### src/ehc_pkg.sv
`timescale 1ns / 1ps
package ehc_pkg;
   localparam int SLOT_BITS   = 6;
   localparam int LIST_DEPTH  = 16;
   localparam int REST_VALUES = 16;
   localparam int HASH_WORDS  = 6;
   localparam int NSLOTS      = 1 << SLOT_BITS;
   localparam int REST_BITS   = $clog2(REST_VALUES);
   localparam int LIST_BITS   = $clog2(LIST_DEPTH);
   localparam int CNT_BITS    = $clog2(LIST_DEPTH + 1);
   localparam int POS_BITS    = SLOT_BITS + 1;
   localparam int QDEPTH      = 4;
   localparam int QBITS       = $clog2(QDEPTH);
   localparam logic [2:0] FINAL_ROUND = 3'd7;
   localparam logic [0:0] REG_ROUND   = 1'b0;

   typedef logic [31:0] word_type;
   typedef word_type [HASH_WORDS-1:0] hash_type;

   // one classified request: new slot, its list position and how many to pair
   typedef struct packed {
      logic [19:0]           bucket;
      logic [SLOT_BITS-1:0]  slot;
      logic [REST_BITS-1:0]  rest;
      logic [CNT_BITS-1:0]   cnt;
      logic                  filed;
      logic [2:0]            round;
   } job_type;

   typedef enum logic [1:0] {BK_IDLE, BK_READ, BK_EMIT} back_state_type;

   // previous word count per round (0 for no round)
   function automatic logic [2:0] prev_words(input logic [2:0] r);
      unique case (r)
         3'd1: prev_words = 3'd6;
         3'd2: prev_words = 3'd5;
         3'd3: prev_words = 3'd4;
         3'd4: prev_words = 3'd4;
         3'd5: prev_words = 3'd3;
         3'd6: prev_words = 3'd2;
         3'd7: prev_words = 3'd1;
         default: prev_words = 3'd0;
      endcase
   endfunction

   function automatic logic [1:0] rest_offset(input logic [2:0] r);
      unique case (r)
         3'd1: rest_offset = 2'd2;
         3'd2: rest_offset = 2'd1;
         3'd3: rest_offset = 2'd0;
         3'd4: rest_offset = 2'd3;
         3'd5: rest_offset = 2'd2;
         3'd6: rest_offset = 2'd1;
         3'd7: rest_offset = 2'd0;
         default: rest_offset = 2'd0;
      endcase
   endfunction

   function automatic logic [7:0] hbyte(input hash_type h, input logic [4:0] b);
      logic [31:0] w;
      w = h[b[4:2]];
      hbyte = w[b[1:0]*8 +: 8];
   endfunction
endpackage

### src/ehc_queue.sv
`timescale 1ns / 1ps
module ehc_queue (
   input  logic              clock,
   input  logic              reset,
   input  logic              w_valid,
   output logic              w_ready,
   input  ehc_pkg::job_type  w_job,
   input  ehc_pkg::hash_type w_hash,
   output logic              r_valid,
   input  logic              r_ready,
   output ehc_pkg::job_type  r_job,
   output ehc_pkg::hash_type r_hash
);
   import ehc_pkg::*;
   job_type  job_ff  [QDEPTH];
   hash_type hash_ff [QDEPTH];
   logic [QBITS-1:0] wp_ff, rp_ff;
   logic [QBITS:0]   n_ff;
   logic push, pop;

   assign w_ready = n_ff < (QBITS+1)'(QDEPTH);
   assign r_valid = n_ff != '0;
   assign push = w_valid && w_ready;
   assign pop  = r_valid && r_ready;
   assign r_job  = job_ff[rp_ff];
   assign r_hash = hash_ff[rp_ff];

   always_ff @(posedge clock) begin
      if (push) begin
         job_ff[wp_ff]  <= w_job;
         hash_ff[wp_ff] <= w_hash;
      end
      if (reset) begin
         wp_ff <= '0; rp_ff <= '0; n_ff <= '0;
      end else begin
         if (push) wp_ff <= wp_ff + 1'b1;
         if (pop)  rp_ff <= rp_ff + 1'b1;
         n_ff <= n_ff + (QBITS+1)'(push) - (QBITS+1)'(pop);
      end
   end
endmodule

### config.mk
export PLATFORM = sky130hd
export DESIGN_NAME = ehc_queue
export DESIGN_NICKNAME = d
export VERILOG_FILES = /design/src/ehc_pkg.sv /design/src/ehc_queue.sv
export SDC_FILE = /design/constraint.sdc
export NUM_CORES = 1
export LEC_CHECK = 0
export ABC_AREA = 1
export BUFFER_PORTS_ARGS = -buffer_cell sky130_fd_sc_hd__buf_2
export CAP_MARGIN = 10
export CORE_ASPECT_RATIO = 0.8
export CORE_MARGIN = 4
export CORE_UTILIZATION = 60
export CTS_BUF_LIST = sky130_fd_sc_hd__clkbuf_2
export CTS_CLUSTER_DIAMETER = 40
export DETAILED_ROUTE_END_ITERATION = 12
export GPL_ROUTABILITY_DRIVEN = 0
export GPL_TIMING_DRIVEN = 0
export PLACE_DENSITY = 0.91
export SETUP_SLACK_MARGIN = 0.1
export SYNTH_ARGS = -nofsm -noshare
export SYNTH_HDL_FRONTEND = slang
export SYNTH_SLANG_ARGS = --single-unit
### constraint.sdc
create_clock -name clock -period 24.4 [get_ports clock]
set_input_delay 3.66 -clock clock [delete_from_list [all_inputs] [get_ports clock]]
set_output_delay 3.66 -clock clock [all_outputs]
set_load 0.03 [all_outputs]
==> impl_results.md <==
* Vias in the first global route at 24,100
* Max Slew Vio Count at 0
* Via count at 24,000
* Full die area at 61,700 um2
* Setup bufs post-CTS at 0
* ANT nets after route at 0
* CTS root buf: clkbuf_2
* Area grow syn2layout at 17.0%
* Slew headroom at 0.360
* Largest net degree at the start of global routing at 31
* Share of layout cells above drive strength 1 at 0.295
* Setup violators final at 0
* Worst min-delay path class: reg -> reg
* Final Hold Vio Count at 0
* Initial cell density of the core at 0.609
* GRT overflow at 0
* Placed Instances at 3,558
* Area occupied by registers at 27,900 um2
* Crit path required time at 20.74 ns
* Top cells by count, synth: edfxtp_1, nor2_1, o21ai_0
* Initial antenna violation count at 38
* Resize count post-CTS at 0
* H-Tree Level Count at 4
* Hold-fix buffers, CTS at 0
* CTS tree: yes
* Clock Power Share at 0.213
* Gate power share at 0.322
* Status: finished clean
* Unique masters post-synth at 19
* CP Class: reg -> out
* Top FF cell, synth: edfxtp_1
* Wire per inst at 24.2 um
* Worst setup EP type: primary output
* Ys async rst share at 0
* Reg clk slew, reported paths at 0.11 ns
* Syn Nets at 2,537
* Syn_area_per_cell at 15.1 um2
* Die width at 277 um
* Port buffer count at 467
* First-pass GRT wire length at 141,000 um
* Tcrit/Tclk final at 0.293
* Critical path arrival at 3.48 ns
* Cell Int Power at 0.00261 W
* Cell Rows at 78
* Seq/Total Area, Yosys at 0.806
* Synth Instances at 2,295
* Worst setup margin at 17.26 ns
* Post-synth EDFFs at 924
* Drt drc at 0
* Reg power frac at 0.465
* TritonRoute pass-1 iters at 5
* P_sw at 0.00163 W
* Post-Place Worst Slack at 18.28 ns
* Synth warn at 0
* Maximum root-to-sink buffer count at 3
* Worst VDD drop at 0.0000778 V
* Pwr dens at 105 nW/um2
* Vias/cell at 6.09
* Most common cell in the synthesized netlist: edfxtp_1
* GRT Util Overall at 0.301
* Synth Cell Area at 34,700 um2
* Dpl hpwl at 61,800 um
* FILL cells at 3,382
* Fin cells at 3,940
* Die H at 223 um
* Switching part of the total at 0.384
* Top cell type's share of synthesized area at 0.801
* Routed WL at 95,200 um
* Core ar. at 56,900 um2
* Post-route minimum period at 7.14 ns
* Design Area, Final at 40,500 um2
* Nets at 3,245
* RSZ-0062 raised after global routing: false
* TritonCTS Buffers at 203
* Synth area leader: edfxtp_1
* Clk_skew at 0.128 ns
* Max Clk Rate at 140 MHz
* Worst skew pair latency at 1.47 ns
* Slew @ Worst Pin at 0.960 ns
* Multi-input gate area at 5740 um2
* Clock sink count at 933
* P_leak at 14.6 nW
* Final setup TNS at 0 ns
* Design Power at 0.00424 W
* Max-cap violations at 0
* Startpoint types: flop
* Synth area leaders: edfxtp_1, o21ai_0, nor2_1
* #FFs+latches synth at 933
* Placed Area at 38,700 um2
* 1st-iter DRT viols at 3,117
* Largest fanout on the critical path at 10
* # IOs at 468
[worst max-delay path, stage by stage, from the launching register on]
cell      delay (ns)
dfxtp_1         0.39
inv_2           0.13
buf_2           0.33
clkbuf_1        0.50
o21ai_0         0.15
o22ai_1         0.32
buf_2           0.29
[flip-flops by register name (all words and copies together), names as in the netlist, named ones only]
register	cells
hash_ff	768
job_ff	156
n_ff	3
rp_ff	2
wp_ff	2
[power by group through the flow]
stage / Combinational, W / Clock [W] / Sequential [W]
after floorplan: 0.000827 / 0 / 0.00206
after global placement: 0.00126 / 0 / 0.00211
after detailed placement: 0.00134 / 0 / 0.00201
after CTS: 0.00135 / 0.000911 / 0.00197
after global routing: 0.00143 / 0.00101 / 0.00198
final: 0.00136 / 0.000905 / 0.00197
[cells in the final DEF (no fill, tap or decap), drive strengths merged]
master,netlist,layout
nand2,9,9
a21oi,5,5
clkbuf,63,360
nand3,2,2
o21ai,464,464
dfxtp,9,9
edfxtp,924,924
inv,17,24
buf,90,593
diode,0,35
fa,1,1
a21boi,1,1
o22ai,231,231
nor2,473,473
ha,6,6
clkinv,0,43
[final cells by class]
cell class	instances	share of cell area
inverters	17	0.00157
flip-flops and latches	933	0.689
repair buffers	503	0.0767
well taps	760	0.0235
clock buffers	297	0.0367
multi-input cells	1192	0.142
clock inverters	50	0.00522
plain buffers	153	0.0234
diodes	35	0.00216
[metrics by stage]
stage,util,hold slack (ns)
after floorplan,-,0.448
after global placement,0.667,0.463
after detailed placement,0.681,0.502
after CTS,0.711,0.530
after global routing,0.712,0.569
final,0.712,0.528
[cells by family (layout without fill, tap and decap cells)]
group           count (synthesis)  count (layout)  synth area share
compound gates                701             701             0.110
fa+ha+maj                       7               7           0.00274
buf+inv                       170            1020            0.0292
flops                         933             933             0.806
other cells                     0              35                 0
simple gates                  484             484            0.0525
[per-layer routing]
layer  share of wire  GRT usage
met1            0.33      0.370
met5          0.0014          0
met3            0.13     0.0954
met2            0.50      0.499
met4           0.043      0.129
[final timing paths]
| check | startpoint | endpoint | slack (ns) | cells past startpoint |
|---|---|---|---|---|
| worst min-delay path | rp_ff[0] | flop | 0.53 | 2 |
| worst max-delay path | flop | r_hash[182] | 17.26 | 6 |
| worst min register to register | rp_ff[0] | flop | 0.53 | 2 |
| worst max register to register | n_ff[2] | job_ff[3][6] | 21.58 | 7 |
(Power assumes the default switching activity.)
