[src/ehc_pkg.sv]
`timescale 1ns / 1ps
package ehc_pkg;
   localparam int SLOT_BITS   = 6;
   localparam int LIST_DEPTH  = 16;
   localparam int REST_VALUES = 16;
   localparam int HASH_WORDS  = 6;
   localparam int NSLOTS      = 1 << SLOT_BITS;
   localparam int REST_BITS   = $clog2(REST_VALUES);
   localparam int LIST_BITS   = $clog2(LIST_DEPTH);
   localparam int CNT_BITS    = $clog2(LIST_DEPTH + 1);
   localparam int POS_BITS    = SLOT_BITS + 1;
   localparam int QDEPTH      = 4;
   localparam int QBITS       = $clog2(QDEPTH);
   localparam logic [2:0] FINAL_ROUND = 3'd7;
   localparam logic [0:0] REG_ROUND   = 1'b0;

   typedef logic [31:0] word_type;
   typedef word_type [HASH_WORDS-1:0] hash_type;

   // one classified request: new slot, its list position and how many to pair
   typedef struct packed {
      logic [19:0]           bucket;
      logic [SLOT_BITS-1:0]  slot;
      logic [REST_BITS-1:0]  rest;
      logic [CNT_BITS-1:0]   cnt;
      logic                  filed;
      logic [2:0]            round;
   } job_type;

   typedef enum logic [1:0] {BK_IDLE, BK_READ, BK_EMIT} back_state_type;

   // previous word count per round (0 for no round)
   function automatic logic [2:0] prev_words(input logic [2:0] r);
      unique case (r)
         3'd1: prev_words = 3'd6;
         3'd2: prev_words = 3'd5;
         3'd3: prev_words = 3'd4;
         3'd4: prev_words = 3'd4;
         3'd5: prev_words = 3'd3;
         3'd6: prev_words = 3'd2;
         3'd7: prev_words = 3'd1;
         default: prev_words = 3'd0;
      endcase
   endfunction

   function automatic logic [1:0] rest_offset(input logic [2:0] r);
      unique case (r)
         3'd1: rest_offset = 2'd2;
         3'd2: rest_offset = 2'd1;
         3'd3: rest_offset = 2'd0;
         3'd4: rest_offset = 2'd3;
         3'd5: rest_offset = 2'd2;
         3'd6: rest_offset = 2'd1;
         3'd7: rest_offset = 2'd0;
         default: rest_offset = 2'd0;
      endcase
   endfunction

   function automatic logic [7:0] hbyte(input hash_type h, input logic [4:0] b);
      logic [31:0] w;
      w = h[b[4:2]];
      hbyte = w[b[1:0]*8 +: 8];
   endfunction
endpackage

[src/ehc_front.sv]
`timescale 1ns / 1ps
module ehc_front (
   input  logic             clock,
   input  logic             reset,
   input  logic [2:0]       round,
   input  logic             in_valid,
   output logic             in_ready,
   input  logic [19:0]      bucket,
   input  ehc_pkg::hash_type hash,
   input  logic             last_in,
   output logic             q_valid,
   input  logic             q_ready,
   output ehc_pkg::job_type q_job,
   output ehc_pkg::hash_type q_hash
);
   import ehc_pkg::*;
   logic [CNT_BITS-1:0] cnt_ff [REST_VALUES];
   logic [CNT_BITS-1:0] cnt_in [REST_VALUES];
   logic [POS_BITS-1:0] pos_ff, pos_in;
   logic [2:0] r;
   logic [7:0] rbyte;
   logic [REST_BITS-1:0] rest;
   logic [CNT_BITS-1:0] c;
   logic take, active, filed;

   assign r = (round == 3'd0) ? 3'd1 : round;
   assign rbyte = hbyte(hash, {3'd0, rest_offset(r)});
   assign rest = rbyte[REST_BITS-1:0];
   assign c = cnt_ff[rest];
   assign in_ready = q_ready;
   assign take = in_valid && in_ready;
   assign active = pos_ff < POS_BITS'(NSLOTS);
   assign filed = active && (c < CNT_BITS'(LIST_DEPTH));

   // hand every stored slot to the back end; it writes the store and the list
   assign q_valid = take && active;
   assign q_job = '{bucket: bucket, slot: pos_ff[SLOT_BITS-1:0], rest: rest,
                    cnt: filed ? c : '0, filed: filed, round: r};
   assign q_hash = hash;

   always_comb begin
      cnt_in = cnt_ff;
      pos_in = pos_ff;
      if (take) begin
         if (filed) cnt_in[rest] = c + 1'b1;
         if (active) pos_in = pos_ff + 1'b1;
         if (last_in) begin
            for (int i = 0; i < REST_VALUES; i++) cnt_in[i] = '0;
            pos_in = '0;
         end
      end
   end

   always_ff @(posedge clock) begin
      if (reset) begin
         for (int i = 0; i < REST_VALUES; i++) cnt_ff[i] <= '0;
         pos_ff <= '0;
      end else begin
         cnt_ff <= cnt_in;
         pos_ff <= pos_in;
      end
   end
endmodule

[config.mk]
export PLATFORM = sky130hd
export DESIGN_NAME = ehc_front
export DESIGN_NICKNAME = d
export VERILOG_FILES = /design/src/ehc_pkg.sv /design/src/ehc_front.sv
export SDC_FILE = /design/constraint.sdc
export NUM_CORES = 1
export LEC_CHECK = 0
export BUFFER_PORTS_ARGS = -buffer_cell sky130_fd_sc_hd__buf_2
export CORE_AREA = 3 3 175 177
export CTS_CLUSTER_SIZE = 40
export DETAILED_ROUTE_END_ITERATION = 10
export DIE_AREA = 0 0 178 180
export GPL_TIMING_DRIVEN = 0
export PLACE_DENSITY = 0.47
export SETUP_SLACK_MARGIN = 0.4
export SKIP_CTS_REPAIR_TIMING = 1
export SLEW_MARGIN = 0
export SYNTH_ARGS = -nofsm -noshare
export SYNTH_HDL_FRONTEND = slang
export SYNTH_SLANG_ARGS = --single-unit
[constraint.sdc]
create_clock -name clock -period 3.8 [get_ports clock]
set_input_delay 0.19 -clock clock [delete_from_list [all_inputs] [get_ports clock]]
set_output_delay 0.19 -clock clock [all_outputs]
set_load 0.01 [all_outputs]
==> results.toml <==
[cells_and_area]
nets = 1204
final_layout_size_suffix_gt1_share_pct = 56.53
final_area_sq_mm = 0.008227
antenna_cells = 0
syn_to_final_growth_pct = 34.40
fin_util_pct = 27.98

[critical_path]
path_max_fanout = 10
path_cells = "buf_2 -> buf_2 -> buf_1 -> o21ai_0 -> o31ai_4 -> nor2_1 -> a32o_1 -> or4_1 -> buf_2 -> buf_6 -> nor2b_1 -> and2_1 -> buf_2"
arrival_ns = 3.03
rr_startpoint = "cnt_ff[7]"
startpoint = "round[1]"
path_depth = 13
cp_top_family = "buffers and inverters"
cp-endpoint = "q_job[7]"
r2r_cells = 9
rrSetupSlack_ns = 1.43
cp_slowest_cell = "or4_1"
end_kind = "output port"
path_class = "input port to output port"
cp_num_buf_inv = 6
crit_required_ns = 3.61
slowest_delay_ns = 0.45
regToRegEndpoint = "cnt_ff[48]"
crit_top_cell = "buf_2"
startpoint_type = "input port"

[cts]
clock_latency_ns = 0.34
cts_buffers = 9
h-tree-depth = 3
root_buffer = "clkbuf_16"
cts_tree = "built"
cts_buffer_depth = 2
cts_sinks = 87
path_clk_slew_ns = 0.06

[floorplan]
std_cell_rows = 63
die_w_microns = 178
die_area_sq_mm = 0.03204
core_area_sq_mm = 0.02940
io_pins = 453
die-height_microns = 180
initial_core_util_pct = 20.82

[logic_synthesis]
seq_area_frac_synth_pct = 28.45
syn_inst = 716
async_reset_ff_share_pct = 0
synthDominantCellAreaShare_pct = 28.45
synthTopCellsByCount = "buf_4, dfxtp_1, nand2_1, nor2_1, o21ai_0"
synth_nets = 938
ys.flop_type = "dfxtp_1"
synth-edff-count = 0
ys_seq_elements = 87
yosys.cell_count.top_type = "buf_4"
ys_warn_count = 0
synth_area_leaders = "dfxtp_1, buf_4, nand2_1"
syn_avg_cell_area_sq_um = 8.549
synthesis.area_sq_mm = 0.006121
synthDistinctLibCells = 68
synth_top_area_cell = "dfxtp_1"

[placed_design]
hpwl_mm = 16.97
post-place-ws_ns = -0.03981
placed_area_sq_mm = 0.007885
routabilityCongestion = 0.8236
portBuffers = 255

[global_routing]
antenna_found_initial = 0
overflow = 0
grt_pass1_wl_mm = 28.97
grtUsageTotal_pct = 11.50
grt_pass1_vias = 5196
grt_max_degree = 16

[hold_path]
whs_path_depth = 4
hp-class = "input port to register"

[sta]
slew_headroom_pct = 51.56
fin_ws_ns = 0.5830
hold_viol_final = 0
tightest_slew_ns = 0.7265
finalSetupViolCount = 0
slew_violations = 0
fin_crit_sh_pct = 84.66
fin_crit_ns = 3.217
rsz0062_at_grt = "false"
fin_worst_skew_ns = 0.008365
fmax_ghz = 0.3108

[routing]
wl_per_cell_microns = 14.73
drtIter0Drc = 199
route.detailed.drc = 0
vias = 5718
via_per_inst = 4.153
first_pass_iters = 5
ant_nets = 0
drt_wl_total_mm = 20.29

[power_and_ir_drop]
ir_worst_vdd_v = 0.0002023
power_density_mw_per_mm2 = 306.0
power_leakage_uw = 0.003801

[run_status]
status = "finished clean"

[run]
drv_cap = 0
[registers in the layout (all words and copies together), names as in the netlist]
signal,cells
cnt_ff,80
pos_ff,7
[worst min-delay path, delay by kind of cell]
| kind | cells | cell delay, ns |
|---|---|---|
| compound gates | 2 | 0.22 |
| simple gates | 1 | 0.13 |
| buf+inv | 1 | 0.10 |
[stage by stage]
stage	total power [uW]	hold WS [ns]	std cells	setup TNS, ns
after global placement	1623	0.4299	1361	-0.1527
after global routing	2630	0.3854	1377	0
after CTS	2542	0.3402	1377	0
after detailed placement	1623	0.4394	1361	-0.04199
after floorplan	1389	0.4141	716	0
final	2517	0.3456	1377	0
[layout by cell type, fill, tap and decap left out, types with 11 or more instances in the layout]
cell and instances:
o21ai_0 30, nand2_1 80, buf_4 222, nand3_1 25
o21ai_1 13, nor2_1 30, dfxtp_1 87, inv_1 11
buf_2 262, mux2i_1 21
[layer usage]
layer  up-vias  global-route usage, %  wire [microns]
li1       2789                      -               -
met1      2636                  13.66            7951
met2       274                  21.47           10660
met3        19                  1.331            1374
met4         0                  3.173             308
met5         -                      0               0
[cell families (layout without fill, tap and decap cells)]
kind of cell | after synthesis | count (layout) | synth area share (%)
and+or+nand+nor | 191 | 191 | 15.68
adders and majority gates | 2 | 2 | 0.4088
buffers and inverters | 261 | 532 | 30.83
other | 1 | 1 | 0.06127
muxes | 33 | 33 | 7.114
AOI/OAI and AO/OA | 134 | 134 | 16.33
xor gates and xnor gates | 7 | 7 | 1.124
DFF | 87 | 87 | 28.45
[how the worst min path moves through the flow]
stage	from	endpoint	slack, ns
after floorplan	reset	cnt_ff[16]	0.41
after global routing	last_in	cnt_ff[73]	0.39
after CTS	in_valid	cnt_ff[63]	0.34
after global placement	cnt_ff[38]	cnt_ff[38]	0.43
final	in_valid	cnt_ff[63]	0.35
after detailed placement	cnt_ff[7]	cnt_ff[7]	0.44
[where the power goes]
part           internal (uW)  total [uW]  switching (uW)
Sequential               913         915            1.48
Combinational            328         684             356
Clock                    531         918             387
Total                   1770        2520             744
[area by class of cell]
class                      count  area (sq um)
buffer                       248          1841
clock buffer                  10         239.0
clock inverter                 6         67.56
fill                        3191         21180
inverter                      13         48.80
multi-input combinational    368          2525
sequential                    87          1742
tap                          390         488.0
timing repair buffer         255          1276
(Power assumes the default switching activity.)
